File: config.mk
export PLATFORM = sky130hd
export DESIGN_NAME = irag_div_pipe
export DESIGN_NICKNAME = d
export VERILOG_FILES = /design/src/hdl/irag_div_pipe.sv
export VERILOG_INCLUDE_DIRS = /design/src /design/src/hdl
export SDC_FILE = /design/constraint.sdc
export NUM_CORES = 1
export LEC_CHECK = 0
export ABC_AREA = 1
export BUFFER_PORTS_ARGS = -buffer_cell sky130_fd_sc_hd__buf_2
export CORE_ASPECT_RATIO = 1.2
export CORE_MARGIN = 1
export CORE_UTILIZATION = 51
export DETAILED_ROUTE_END_ITERATION = 12
export GPL_TIMING_DRIVEN = 1
export PLACE_DENSITY = 0.64
export SETUP_SLACK_MARGIN = 0.4
export SLEW_MARGIN = 15
export SYNTH_ARGS = -nofsm -noshare
export SYNTH_HDL_FRONTEND = slang
export SYNTH_SLANG_ARGS = --single-unit
export TNS_END_PERCENT = 50
File: constraint.sdc
create_clock -name clock -period 4.21 [get_ports clock]
set_input_delay 1.263 -clock clock [delete_from_list [all_inputs] [get_ports clock]]
set_output_delay 1.263 -clock clock [all_outputs]
set_load 0.02 [all_outputs]
File: src/hdl/assert_macros.svh
// assertion helpers shared by the rtl
`ifndef ASSERT_MACROS_SVH
`define ASSERT_MACROS_SVH

// property that must hold at every clock edge out of reset
`define ASSERT_ALWAYS(name, clk, rst, expr, msg) \
   name: assert property (@(posedge clk) disable iff (rst) (expr)) else $error(msg);

// antecedent implies consequent, consequent may carry a fixed delay
`define ASSERT_IMPLY(name, clk, rst, pre, post, msg) \
   name: assert property (@(posedge clk) disable iff (rst) (pre) |-> (post)) else $error(msg);

`endif

File: src/hdl/irag_div_pipe.sv
`timescale 1ns / 1ps
`include "assert_macros.svh"

// restoring divider, one quotient bit per stage, a word enters every cycle
module irag_div_pipe #(
   parameter int unsigned NUM_WIDTH = 17,
   parameter int unsigned DEN_WIDTH = 16,
   parameter int unsigned TAG_WIDTH = 16
) (
   input  logic                 clock,
   input  logic                 reset,
   input  logic                 in_valid,
   input  logic [NUM_WIDTH-1:0] in_dividend,
   input  logic [TAG_WIDTH-1:0] in_tag,
   input  logic [DEN_WIDTH-1:0] divisor,
   output logic                 out_valid,
   output logic [NUM_WIDTH-1:0] out_quotient,
   output logic [DEN_WIDTH-1:0] out_remainder,
   output logic [TAG_WIDTH-1:0] out_tag
);

   localparam int unsigned N = NUM_WIDTH;

   logic                 vld_ff [N];
   logic [DEN_WIDTH-1:0] rem_ff [N];
   logic [N-1:0]         quo_ff [N];
   logic [N-1:0]         num_ff [N];
   logic [TAG_WIDTH-1:0] tag_ff [N];

   logic                 vld_src [N];
   logic [DEN_WIDTH-1:0] rem_src [N];
   logic [N-1:0]         quo_src [N];
   logic [N-1:0]         num_src [N];
   logic [TAG_WIDTH-1:0] tag_src [N];

   logic [DEN_WIDTH-1:0] rem_in [N];
   logic [N-1:0]         quo_in [N];

   logic [DEN_WIDTH:0]   trial [N];
   logic                 fits  [N];

   always_comb begin
      vld_src[0] = in_valid;
      rem_src[0] = '0;
      quo_src[0] = '0;
      num_src[0] = in_dividend;
      tag_src[0] = in_tag;
      for (int s = 1; s < N; s++) begin
         vld_src[s] = vld_ff[s-1];
         rem_src[s] = rem_ff[s-1];
         quo_src[s] = quo_ff[s-1];
         num_src[s] = num_ff[s-1];
         tag_src[s] = tag_ff[s-1];
      end
      for (int s = 0; s < N; s++) begin
         trial[s] = {rem_src[s], num_src[s][N-1-s]};
         fits[s]  = (trial[s] >= {1'b0, divisor});
         rem_in[s] = fits[s] ? DEN_WIDTH'(trial[s] - {1'b0, divisor})
                             : DEN_WIDTH'(trial[s]);
         quo_in[s] = quo_src[s];
         quo_in[s][N-1-s] = fits[s];
      end
   end

   always_ff @(posedge clock) begin
      for (int s = 0; s < N; s++) begin
         if (reset) begin
            vld_ff[s] <= 1'b0;
         end else begin
            vld_ff[s] <= vld_src[s];
         end
         rem_ff[s] <= rem_in[s];
         quo_ff[s] <= quo_in[s];
         num_ff[s] <= num_src[s];
         tag_ff[s] <= tag_src[s];
      end
   end

   assign out_valid     = vld_ff[N-1];
   assign out_quotient  = quo_ff[N-1];
   assign out_remainder = rem_ff[N-1];
   assign out_tag       = tag_ff[N-1];

   `ASSERT_IMPLY(a_rem_below_divisor, clock, reset, out_valid, out_remainder < divisor, "remainder not below divisor")

endmodule

* Yosys cells after proc, flatten, opt, wreduce, memory -nomap -nowiden
Memory sizes are Yosys's and may differ from the RTL's.
Cells that the tools add are included.
** Storage, ports and cells
- Output and inout port bits :: 50
- Memories :: 5
- Input bits :: 52
- Word-level logic and storage cells :: 93
- Register bits after elaboration :: 0
- Memory bits (writable) :: 1139
** Cells by class
- Bitwise logic cells :: 17
- Order comparisons :: 17
- Mux-type cells :: 37
- Add/subtract/negate cells :: 17
** Memory list
- num_ff :: words 17, bits a word 17, read ports 16, clocked after Yosys merged registers in 0, write ports 17, RTL line irag_div_pipe.sv:27 : logic [N-1:0] num_ff [N];
- quo_ff :: words 17, bits a word 17, read ports 17, clocked after Yosys merged registers in 0, write ports 17, RTL line irag_div_pipe.sv:26 : logic [N-1:0] quo_ff [N];
- rem_ff :: words 17, bits a word 16, read ports 17, clocked after Yosys merged registers in 0, write ports 17, RTL line irag_div_pipe.sv:25 : logic [DEN_WIDTH-1:0] rem_ff [N];
- tag_ff :: words 17, bits a word 16, read ports 17, clocked after Yosys merged registers in 0, write ports 17, RTL line irag_div_pipe.sv:28 : logic [TAG_WIDTH-1:0] tag_ff [N];
- vld_ff :: words 17, bits a word 1, read ports 17, clocked after Yosys merged registers in 0, write ports 17, RTL line irag_div_pipe.sv:24 : logic vld_ff [N];
** Operator list (number)
- 17-bit by 16-bit greater-or-equal comparator with 1-bit output :: 16
- 16-bit two-way mux :: 17
- 16-bit subtractor :: 16
- 1-bit two-way mux :: 20
- 1-bit bitwise OR :: 17
- 1-bit by 16-bit greater-or-equal comparator with 1-bit output :: 1
- 1-bit by 16-bit subtractor with 16-bit output :: 1

* Logic depth before layout (Yosys ltp)
- Depth in word-level cells :: 3
- Depth in mapped cells :: 15
- Depth with buffers taken out :: 13

* Worst setup path after synthesis
Ideal clock, no wire load.
- Path type :: in2reg
- Start point :: input divisor[2]
- End point :: memory rem_ff[13][4], in the netlist rem_ff[0][212]
- Stages :: 14
- Required time :: 4.098 ns
- Setup time :: 0.112 ns
- Setup slack :: 1.213 ns
- Path buffers :: 2
- Arrival time :: 2.884 ns
- Cell sequence :: inv_1 -> ha_1 -> clkbuf_2 -> nand2_1 -> nand2_1 -> nand2_1 -> nand3_1 -> nand2_1 -> nand3_1 -> nand2_2 -> nand2_4 -> buf_6 -> nand2_1 -> nand2_1
** RTL lines
- from (decl) :: RTL line irag_div_pipe.sv:15 : input logic [DEN_WIDTH-1:0] divisor,
- to (decl) :: RTL line irag_div_pipe.sv:25

==> flow_summary.yaml <==
detailed_routing:
  firstDrtPassIters: 5
  post-route-drc-count: 0
  vias_per_cell: 4.84
  drtAntennaViolNets: 0
  drt-initial-drc-count: 1558
  routed_wl_mm: 93.5
  wl_per_cell_um: 14.8
  routed-via-count: 30516
synth:
  yosysMostFrequentCell: "nand2_1"
  synth_edf_count: 0
  syn_avg_cell_area_um2: 7.46
  async_flop_share_pct: 0
  seq_area_frac_synth_pct: 44.4
  synth_seq_cells: 850
  netlist_area_um2: 38300
  yosys-top-cells-area: "dfxtp_1, nand2_1, ha_1, inv_1, nand3_1"
  yosys.cell_types.count: 42
  synth_top_cell_area_share_pct: 44.4
  syn-instance-count: 5136
  syn_nets: 5462
  yosys-top-cells-count: "nand2_1, dfxtp_1, inv_1"
  ys.flop_type: "dfxtp_1"
  yosys_warnings: 0
  yosysTopAreaCell: "dfxtp_1"
clock_network:
  h-tree-depth: 3
  cts_buffers: 82
  cts_sinks: 850
  cts_tree: "done"
  clock_latency_ns: 0.66
  postCtsSetupBuffers: 0
  path_clk_slew_ns: 0.06
  ctsHoldBuffers: 0
  cts_max_path_buffers: 3
  ctsResizeCount: 0
  root_buffer: "clkbuf_16"
setup_path:
  start_kind: "input pin"
  path_max_fanout: 17
  cp_data_arrival_time_ns: 3.45
  end_kind: "register"
  critPathRequiredTime_ns: 4.72
  path_class: "input pin to register"
cells_and_area:
  post-route-util_pct: 57.5
  layout.nets: 5567
  seqCellArea_um2: 17000
  diodes: 0
  multi_input_area_um2: 17500
  drive_gt1_share_pct: 7.09
  syn_to_final_growth_pct: 11.2
  n_fill_cell: 7015
  fin_area_um2: 42600
sta:
  hold_viol_final: 0
  tightest_slew_ns: 1.02
  rsz0062_at_grt: "false"
  finalMaxSlewViolations: 0
  finalCritPeriodShare_pct: 69.8
  slew_headroom_pct: 31.9
  fmax_mhz: 340
  fin_worst_skew_ns: 0.0307
  min_period_ns: 2.94
  finalSetupTns_ns: 0
  setup_viol: 0
die:
  ios: 102
  die_area_um2: 76200
  chipHeight_um: 302
  start_util_pct: 51.7
  coreArea_um2: 74100
  die_x_um: 252
  placement_rows: 109
grt:
  antenna_found_initial: 0
  grt_pass1_wl_mm: 148
  first_global_vias: 29230
  grt_max_degree: 20
  gr-total-overflow: 0
  grt_usage_pct: 24.8
power:
  p_leak_nw: 23.4
  ir_worst_vdd_mv: 0.397
  power_per_cell_area_nw_per_um2: 591
run_status:
  outcome: "complete, no violations"
min_path:
  hp-class: "register to register"
placement:
  gp_congestion: 0.929
  hpwl_mm: 69.0
  place_area_um2: 39600
  io_buffers: 101
run:
  maxCapViolCount: 0
## metrics by stage
step / std cells / setup WS (ns) / total power [mW] / hold slack, ns
3_5_place_dp: 6156 / 0.648 / 17.5 / 0.312
4_1_cts: 6305 / 1.34 / 25.4 / 0.317
6_report: 6305 / 1.27 / 25.2 / 0.314
5_1_grt: 6305 / 1.19 / 26.9 / 0.325
2_1_floorplan: 5136 / 1.21 / 15.6 / 0.310
3_3_place_gp: 6156 / 0.665 / 17.4 / 0.310
## cell type report
class,count,share of cell area (%)
Multi-Input combinational cell,3383,41.0
Clock inverter,46,1.69
Inverter,793,6.99
Sequential cell,850,40.0
Timing Repair Buffer,131,2.13
Clock buffer,103,5.29
Tap cell,999,2.94
## cells in the final DEF (no fill, tap or decap), types with 3 or more instances in the layout
master / n
or2_2: 11
nand2_2: 19
o21ai_1: 3
nand3_2: 19
buf_2: 101
bufinv_16: 12
inv_6: 7
o21a_1: 11
dfxtp_1: 850
nand2_1: 1934
clkinv_2: 9
nand4_1: 64
and3_1: 6
clkbuf_1: 10
nand3b_1: 37
o21bai_1: 8
nand3_1: 406
fa_1: 16
ha_1: 258
nand2_4: 14
clkinv_16: 4
xnor2_1: 25
o21ai_0: 11
clkinvlp_4: 9
and2_1: 9
nor3_1: 51
xor2_1: 75
nor2_1: 214
nor2_4: 13
nor2_2: 11
clkbuf_8: 10
a21oi_1: 149
nor4_2: 4
inv_1: 787
buf_4: 16
inv_2: 6
nor4_1: 3
buf_12: 14
clkbuf_16: 83
## kinds of logic after synthesis
kind of cell,Yosys count,share of synthesized area [%]
buf+inv,903,10.0
xor+xnor,100,2.29
simple gates,2823,31.4
fa+ha+maj,274,9.26
compound gates,186,2.61
flops,850,44.4
## path summary, 6_finish.rpt
| check | slack [ns] | depth (start not counted) | to | from |
|---|---|---|---|---|
| min reg2reg | 0.31 | 0 | tag_ff[0][198] | tag_ff[0][182] |
| min | 0.31 | 0 | tag_ff[0][198] | tag_ff[0][182] |
| max | 1.27 | 10 | rem_ff[0][212] | divisor[0] |
| max reg2reg | 2.06 | 11 | rem_ff[0][95] | rem_ff[0][73] |
## routing by layer
layer | routed length (um) | global-route usage [%]
met2 | 46200 | 44.9
met1 | 39100 | 28.6
met5 | 0 | 0
met4 | 4390 | 12.3
met3 | 3900 | 2.99
## sequential cells by signal, summed over array words and instances (netlist names)
name,flops
num_ff,136
rem_ff,272
quo_ff,153
tag_ff,272
vld_ff,17
## report_power, final
part / switching (mW) / leakage (nW) / total [mW] / internal [mW]
Clock: 3.21 / 1.42 / 7.83 / 4.62
Sequential: 0.646 / 7.07 / 9.69 / 9.05
Combinational: 5.00 / 14.9 / 7.66 / 2.66
Total: 8.86 / 23.4 / 25.2 / 16.3
## worst max-delay path, stage by stage
cell,delay (ns)
buf_2,0.76
ha_1,0.39
nand2_1,0.08
inv_1,0.05
nand4_1,0.08
o21ai_1,0.09
nor2_4,0.33
nand2_4,0.21
nand2_1,0.10
nand2_1,0.07
(Power assumes the default switching activity.)
