==> config.mk <==
export PLATFORM = sky130hd
export DESIGN_NAME = irag_cfg_regs
export DESIGN_NICKNAME = d
export VERILOG_FILES = /design/src/hdl/assert_macros.svh /design/src/hdl/irag_pkg.sv /design/src/hdl/irag_cfg_regs.sv
export SDC_FILE = /design/constraint.sdc
export NUM_CORES = 1
export LEC_CHECK = 0
export ABC_AREA = 1
export BUFFER_PORTS_ARGS = -buffer_cell sky130_fd_sc_hd__buf_2
export CELL_PAD_IN_SITES_DETAIL_PLACEMENT = 1
export CELL_PAD_IN_SITES_GLOBAL_PLACEMENT = 1
export CORE_MARGIN = 5
export CORE_UTILIZATION = 44
export DETAILED_ROUTE_END_ITERATION = 12
export PLACE_DENSITY = 0.8
export SLEW_MARGIN = 20
export SYNTH_ARGS = -nofsm -noshare
export SYNTH_HDL_FRONTEND = slang
export SYNTH_SLANG_ARGS = --single-unit
==> constraint.sdc <==
create_clock -name clock -period 10.25 [get_ports clock]
set_clock_uncertainty 0.15 [all_clocks]
set_input_delay 0.5125 -clock clock [delete_from_list [all_inputs] [get_ports clock]]
set_output_delay 0.5125 -clock clock [all_outputs]
set_load 0.02 [all_outputs]
==> src/hdl/assert_macros.svh <==
// assertion helpers shared by the rtl
`ifndef ASSERT_MACROS_SVH
`define ASSERT_MACROS_SVH

// property that must hold at every clock edge out of reset
`define ASSERT_ALWAYS(name, clk, rst, expr, msg) \
   name: assert property (@(posedge clk) disable iff (rst) (expr)) else $error(msg);

// antecedent implies consequent, consequent may carry a fixed delay
`define ASSERT_IMPLY(name, clk, rst, pre, post, msg) \
   name: assert property (@(posedge clk) disable iff (rst) (pre) |-> (post)) else $error(msg);

`endif

==> src/hdl/irag_pkg.sv <==
`timescale 1ns / 1ps

package irag_pkg;

   localparam int unsigned ADDR_W_DEFAULT  = 32;
   localparam int unsigned COORD_W_DEFAULT = 16;

   localparam int unsigned BASE_W      = 32;
   localparam int unsigned FIELD_W     = 16;
   localparam int unsigned CSR_DATA_W  = 32;
   localparam int unsigned CSR_INDEX_W = 3;

   localparam int unsigned REAL_ROWS_W = 16;
   localparam int unsigned DEST_ROWS_W = 16;
   localparam int unsigned STRIDE_W    = 16;
   localparam int unsigned LANE_PACK_W = 7;
   localparam int unsigned PACK_W      = 5;

   localparam int unsigned PACK_STRIDE_W = PACK_W + STRIDE_W;
   localparam int unsigned ROWS_PACK_W   = REAL_ROWS_W + PACK_W;
   localparam int unsigned ROWS_LANE_W   = DEST_ROWS_W + LANE_PACK_W;

   localparam logic [BASE_W-1:0]      DEST_BASE_RESET     = '0;
   localparam logic [REAL_ROWS_W-1:0] REAL_ROWS_RESET     = 16'd1;
   localparam logic [DEST_ROWS_W-1:0] DEST_ROWS_RESET     = 16'd1;
   localparam logic [STRIDE_W-1:0]    SOURCE_STRIDE_RESET = 16'd1;
   localparam logic [LANE_PACK_W-1:0] LANE_PACK_RESET     = 7'd4;
   localparam logic [PACK_W-1:0]      PACK_WIDTH_RESET    = 5'd4;

   typedef enum logic [CSR_INDEX_W-1:0] {
      REG_DEST_BASE     = 3'd0,
      REG_REAL_ROWS     = 3'd1,
      REG_DEST_ROWS     = 3'd2,
      REG_SOURCE_STRIDE = 3'd3,
      REG_LANE_PACK     = 3'd4,
      REG_PACK_WIDTH    = 3'd5
   } csr_reg_type;

   // settings as the datapath sees them: divisors forced nonzero, products ready
   typedef struct packed {
      logic [BASE_W-1:0]        dest_base;
      logic [PACK_W-1:0]        pack;
      logic [LANE_PACK_W-1:0]   lane;
      logic [DEST_ROWS_W-1:0]   dest_rows;
      logic [PACK_STRIDE_W-1:0] pack_stride;
      logic [ROWS_PACK_W-1:0]   rows_pack;
      logic [ROWS_LANE_W-1:0]   rows_lane;
   } cfg_type;

endpackage

==> src/hdl/irag_cfg_regs.sv <==
`timescale 1ns / 1ps

module irag_cfg_regs (
   input  logic                                  clock,
   input  logic                                  reset,
   input  logic                                  csr_write,
   input  logic [irag_pkg::CSR_INDEX_W-1:0]      csr_index,
   input  logic [irag_pkg::CSR_DATA_W-1:0]       csr_wdata,
   output irag_pkg::cfg_type                     cfg
);

   localparam int unsigned BW  = irag_pkg::BASE_W;
   localparam int unsigned RRW = irag_pkg::REAL_ROWS_W;
   localparam int unsigned DRW = irag_pkg::DEST_ROWS_W;
   localparam int unsigned SW  = irag_pkg::STRIDE_W;
   localparam int unsigned LW  = irag_pkg::LANE_PACK_W;
   localparam int unsigned PW  = irag_pkg::PACK_W;
   localparam int unsigned PSW = irag_pkg::PACK_STRIDE_W;
   localparam int unsigned RPW = irag_pkg::ROWS_PACK_W;
   localparam int unsigned RLW = irag_pkg::ROWS_LANE_W;

   logic [BW-1:0]  dest_base_ff;
   logic [RRW-1:0] real_rows_ff;
   logic [DRW-1:0] dest_rows_ff;
   logic [SW-1:0]  stride_ff;
   logic [LW-1:0]  lane_pack_ff;
   logic [PW-1:0]  pack_width_ff;

   logic [PSW-1:0] pack_stride_ff, pack_stride_in;
   logic [RPW-1:0] rows_pack_ff, rows_pack_in;
   logic [RLW-1:0] rows_lane_ff, rows_lane_in;

   logic [PW-1:0]  pack_eff;
   logic [LW-1:0]  lane_eff;
   logic [DRW-1:0] rows_eff;

   always_ff @(posedge clock) begin
      if (reset) begin
         dest_base_ff  <= irag_pkg::DEST_BASE_RESET;
         real_rows_ff  <= irag_pkg::REAL_ROWS_RESET;
         dest_rows_ff  <= irag_pkg::DEST_ROWS_RESET;
         stride_ff     <= irag_pkg::SOURCE_STRIDE_RESET;
         lane_pack_ff  <= irag_pkg::LANE_PACK_RESET;
         pack_width_ff <= irag_pkg::PACK_WIDTH_RESET;
      end else if (csr_write) begin
         case (irag_pkg::csr_reg_type'(csr_index))
            irag_pkg::REG_DEST_BASE:     dest_base_ff  <= csr_wdata[BW-1:0];
            irag_pkg::REG_REAL_ROWS:     real_rows_ff  <= csr_wdata[RRW-1:0];
            irag_pkg::REG_DEST_ROWS:     dest_rows_ff  <= csr_wdata[DRW-1:0];
            irag_pkg::REG_SOURCE_STRIDE: stride_ff     <= csr_wdata[SW-1:0];
            irag_pkg::REG_LANE_PACK:     lane_pack_ff  <= csr_wdata[LW-1:0];
            irag_pkg::REG_PACK_WIDTH:    pack_width_ff <= csr_wdata[PW-1:0];
            default: begin
            end
         endcase
      end
   end

   // a zero divisor acts as one
   assign pack_eff = (pack_width_ff == '0) ? PW'(1)  : pack_width_ff;
   assign lane_eff = (lane_pack_ff == '0)  ? LW'(1)  : lane_pack_ff;
   assign rows_eff = (dest_rows_ff == '0)  ? DRW'(1) : dest_rows_ff;

   assign pack_stride_in = PSW'(pack_eff) * PSW'(stride_ff);
   assign rows_pack_in   = RPW'(real_rows_ff) * RPW'(pack_eff);
   assign rows_lane_in   = RLW'(rows_eff) * RLW'(lane_eff);

   // products are registered from the settings registers
   always_ff @(posedge clock) begin
      pack_stride_ff <= pack_stride_in;
      rows_pack_ff   <= rows_pack_in;
      rows_lane_ff   <= rows_lane_in;
   end

   always_comb begin
      cfg.dest_base   = dest_base_ff;
      cfg.pack        = pack_eff;
      cfg.lane        = lane_eff;
      cfg.dest_rows   = rows_eff;
      cfg.pack_stride = pack_stride_ff;
      cfg.rows_pack   = rows_pack_ff;
      cfg.rows_lane   = rows_lane_ff;
   end

endmodule

* After elaboration in Yosys (flattened, before gate mapping)
Cells that the tools add are included. Widths: inputs -> output; s select.
Operators by class: reduce and logical (&&, ||, !) cells 10, multipliers 3, muxes and demuxes 3, eq/ne operators 5
Operator list (count):
- $mul 16x7->23 | 1
- $mul 16x5->21 | 1
- $mul 5x16->21 | 1
- $logic_not 16->1 | 1
- $mux 16 | 1
- $reduce_and 2->1 | 6
- $logic_not 7->1 | 1
- $mux 7 | 1
- $eq 3x2->1 const B | 2
- $eq 3x3->1 const B | 2
- $logic_not 5->1 | 1
- $mux 5 | 1
- $eq 3x1->1 const B | 1
- $logic_not 3->1 | 1
Storage, ports and cells: output and inout bits 125, bits in registers 157, input bits 38

* Logic depth before layout (Yosys ltp)
depth after elaboration 3, gate-level depth with buffers 27

* Least setup slack after synthesis
OpenSTA, ideal clock, no wires.
kind flip-flop to flip-flop, start point register dest_rows_ff[8], end point register rows_lane_ff[20], setup slack 6.085 ns, cell stages (with the launch flop) 24, data arrival time 3.903 ns, data required time 9.988 ns, path buffers 1, cells stage by stage dfxtp_1 > buf_4 > nor4_1 > nand3_1 > nand2_2 > nand2_1 > fa_1 > fa_1 > inv_1 > fa_1 > inv_1 > fa_1 > inv_1 > ha_1 > nand2_1 > inv_1 > nand2_1 > nand2_1 > nand2_1 > nand3_1 > nand2_1 > nand2_1 > nand2_1 > nand2_1
RTL lines:
- from (decl) | RTL line irag_cfg_regs.sv:24 | logic [DRW-1:0] dest_rows_ff;
- from (signal assigned) | RTL line irag_cfg_regs.sv:41 | dest_rows_ff <= irag_pkg::DEST_ROWS_RESET;
- from (signal assigned) | RTL line irag_cfg_regs.sv:49 | irag_pkg::REG_DEST_ROWS: dest_rows_ff <= csr_wdata[DRW-1:0];
- to (signal assigned) | RTL line irag_cfg_regs.sv:72 | rows_lane_ff <= rows_lane_in;
- to (decl) | RTL line irag_cfg_regs.sv:31 | logic [RLW-1:0] rows_lane_ff, rows_lane_in;

* Final worst setup path
start point register lane_pack_ff[3], end point register rows_lane_ff[22]
Between the ends: cells in the longest elaborated chain, start to end 3
RTL lines:
- from (decl) | RTL line irag_cfg_regs.sv:26 | logic [LW-1:0] lane_pack_ff;
- from (signal assigned) | RTL line irag_cfg_regs.sv:43 | lane_pack_ff <= irag_pkg::LANE_PACK_RESET;
- from (signal assigned) | RTL line irag_cfg_regs.sv:51 | irag_pkg::REG_LANE_PACK: lane_pack_ff <= csr_wdata[LW-1:0];
- $logic_not 7->1 | RTL line irag_cfg_regs.sv:61 | assign lane_eff = (lane_pack_ff == '0) ? LW'(1) : lane_pack_ff;
- $mux 7 * | RTL line irag_cfg_regs.sv:61
- $mul 16x7->23 * | RTL line irag_cfg_regs.sv:66 | assign rows_lane_in = RLW'(rows_eff) * RLW'(lane_eff);
- via rows_lane_in[22] | RTL line irag_cfg_regs.sv:31
The timed path passes the listed nets; every way through them passes the cells marked *. A chain may end at the register's enable or synchronous reset.

==> flow_summary.yaml <==
critical_path:
  worstPathCellList: "nand2_1 -> inv_1 -> fa_1 -> fa_1 -> fa_1 -> inv_1 -> fa_1 -> inv_1 -> ha_1 -> nand4_1 -> nor2_1 -> nand3_1 -> nand4_1 -> nand2_1"
  r2r_end: "rows_lane_ff[22]"
  arrival_ns: 4.92
  r2r_start: "lane_pack_ff[3]"
  endpoint_kind: "flop"
  critPathRequiredTime_ns: 10.44
  critPathLaunchType: "flop"
  crit_top_cell: "fa_1"
  ff2ff_path_depth: 14
  slowest_stage: "dfxtp_1"
  worst-setup-path-type: "flop to flop"
  r2r_setup_slack_ns: 5.53
  crit_path_max_fanout: 18
  slowest_delay_ns: 0.84
cts:
  insertion_delay_ns: 0.45
  cts_buffer_depth: 2
  root_buffer: "clkbuf_16"
  cts_tree: "done"
  cts_resized: 0
  clk_pin_slew_ns: 0.07
  cts_htree_levels: 4
  cts_buffers: 17
  cts_setup_buffers: 0
  ctsHoldBuffers: 0
  clkSinkCount: 157
power:
  switchingPower_w: 0.000459
  power_frac_seq: 0.439
  swShare: 0.305
  combPwrFrac: 0.132
  pwr-share-clk: 0.429
  leakagePower_nw: 9.20
  internal-power_w: 0.00105
  power.density_nw_per_um2: 97.8
  vdd_drop_max_mv: 0.105
logic_synthesis:
  synth_ff_type: "dfxtp_1"
  ys_top_cells_by_count: "502 x nand2_1, 407 x inv_1, 189 x nor2_1, 157 x dfxtp_1, 153 x fa_1"
  yosysTopAreaCell: "dfxtp_1"
  synth_cell_types: 33
  synth-seq-cells: 157
  netlist_area_um2: 13900
  synthTopCellsByArea: "dfxtp_1 23%, fa_1 22%, nand2_1 14%"
  syn-num-nets: 2230
  yosysTopAreaCellShare: 0.225
  syn_inst: 1940
  yosys_warnings: 0
  synthArstFlopShare: 0
  synth-edff-count: 0
  synth.most_common_cell: "nand2_1"
  yosysSeqAreaShare: 0.225
  syn_area_per_cell_um2: 7.19
detailed_routing:
  drt-initial-drc-count: 539
  vias: 12200
  drt-wirelength-per-cell_um: 16.5
  wl_um: 40300
  drc_errors: 0
  via_per_inst: 5.01
  firstDrtPassIters: 5
  ant_nets: 0
finish:
  n_antenna_cell: 0
  area_growth_pct: 10.5
  fin_nets: 2321
  fin_cells: 2445
  drive_above_1_share: 0.120
floorplanning:
  dieArea_um2: 35400
  fp.dieW_um: 188
  core-area_um2: 31400
  num_rows: 65
  ios: 163
  start_util: 0.444
  dieHeight_um: 188
timing:
  max_slew_margin: 0.302
  finalHoldViolations: 0
  rsz0062_at_grt: "no"
  setup_viol: 0
  drv_slew: 0
  period_needed_ns: 4.72
  fmax_mhz: 212
  fin_crit_sh: 0.461
  tightest_slew_ns: 1.04
  fin_tns_setup_ns: 0
placed_design:
  dpl.cell_count: 2414
  port_buffers: 162
  post-dp-hpwl_um: 32200
  gp_congestion: 0.860
status:
  status: "completed"
global_route:
  grt_overflow: 0
  grt_max_degree: 70
  grt_pass1_vias: 13400
  grt_first_pass_wirelength_um: 67600
  antenna_found_initial: 1
  track_usage: 0.235
hold_path:
  min_to: "stride_ff[4]"
  hp-class: "primary input to flop"
  worstHoldStart: "reset"
  worstHoldPathCells: 2
run:
  maxCapViolCount: 0
-- layer usage --
layer	vias up	part of all wire	wire length, µm	global-route usage
li1	5912	-	-	-
met1	6103	0.42	16800	0.278
met2	166	0.54	21600	0.445
met3	55	0.025	992	0.0316
met4	2	0.023	929	0.0652
met5	-	0.00027	11	0
-- metrics by stage --
| stage | total power (W) | instance area, µm² | hold slack (ns) | utilization | setup slack (ns) |
|---|---|---|---|---|---|
| 2_1_floorplan | 0.000801 | 13900 | 0.297 | - | 6.09 |
| 3_3_place_gp | 0.000868 | 14800 | 0.311 | 0.473 | 5.72 |
| 3_5_place_dp | 0.000875 | 14800 | 0.316 | 0.473 | 5.57 |
| 4_1_cts | 0.00152 | 15400 | 0.113 | 0.491 | 5.57 |
| 5_1_grt | 0.00158 | 15400 | 0.120 | 0.491 | 5.22 |
| 6_report | 0.00151 | 15400 | 0.135 | 0.491 | 5.53 |
-- cells by family (layout without fill, tap and decap cells) --
| kind of cell | Yosys count | after routing | share of synthesized area |
|---|---|---|---|
| AND/OR/NAND/NOR | 799 | 799 | 0.233 |
| buffers and inverters | 512 | 615 | 0.145 |
| adder cells (fa/ha/maj) | 252 | 252 | 0.308 |
| AO/OA/AOI/OAI | 192 | 192 | 0.0707 |
| flip-flops | 157 | 157 | 0.225 |
| XOR/XNOR | 28 | 28 | 0.0176 |
-- final cells by class --
type / count / area (µm²)
clock buffers: 18 / 439
clock inverters: 13 / 131
fillers: 4102 / 16000
inverters: 417 / 1570
multi-input cells: 1271 / 8780
flip-flops and latches: 157 / 3140
well taps: 402 / 503
repair buffers: 167 / 848
-- power by group through the flow --
stage | clock network (W) | registers [W] | logic [W]
finish | 0.000646 | 0.000661 | 0.000199
global route | 0.000690 | 0.000664 | 0.000222
CTS | 0.000660 | 0.000661 | 0.000203
detailed placement | 0 | 0.000674 | 0.000200
global placement | 0 | 0.000673 | 0.000195
floorplan | 0 | 0.000683 | 0.000118
-- sequential cells by signal, indices dropped and copies added, names as in the netlist --
register / flops
pack_width_ff: 5
rows_pack_ff: 21
dest_rows_ff: 16
stride_ff: 16
dest_base_ff: 32
lane_pack_ff: 7
rows_lane_ff: 23
real_rows_ff: 16
pack_stride_ff: 21
-- how the worst max path moves through the flow --
stage	depth (start not counted)	from	endpoint	slack (ns)
2_1_floorplan	23	dest_rows_ff[8]	rows_lane_ff[20]	6.09
4_1_cts	22	dest_rows_ff[11]	rows_lane_ff[20]	5.57
5_1_grt	16	lane_pack_ff[3]	rows_lane_ff[20]	5.22
3_5_place_dp	14	lane_pack_ff[3]	rows_lane_ff[22]	5.57
3_3_place_gp	16	lane_pack_ff[1]	rows_lane_ff[18]	5.72
6_report	14	lane_pack_ff[3]	rows_lane_ff[22]	5.53
-- placed cells by master, fill, tap and decap left out, drive strengths merged, types with 3 or more instances in the layout --
cell,count
a21oi,87
nand4,4
fa,153
o21ai,98
o211ai,3
o21bai,4
xor2,23
nor2,206
nor3,7
nor4,3
ha,99
clkbuf,18
and2,6
inv,424
nand2,513
dfxtp,157
xnor2,5
buf,167
nand3,60
clkinv,4
-- worst max-delay path: cells and delay by family (launching register included) --
family | cells | cell delay, ns
flip-flops | 1 | 0.84
adder cells (fa/ha/maj) | 5 | 2.43
buffers and inverters | 3 | 0.22
AND/OR/NAND/NOR | 6 | 0.98
(Power assumes the default switching activity.)
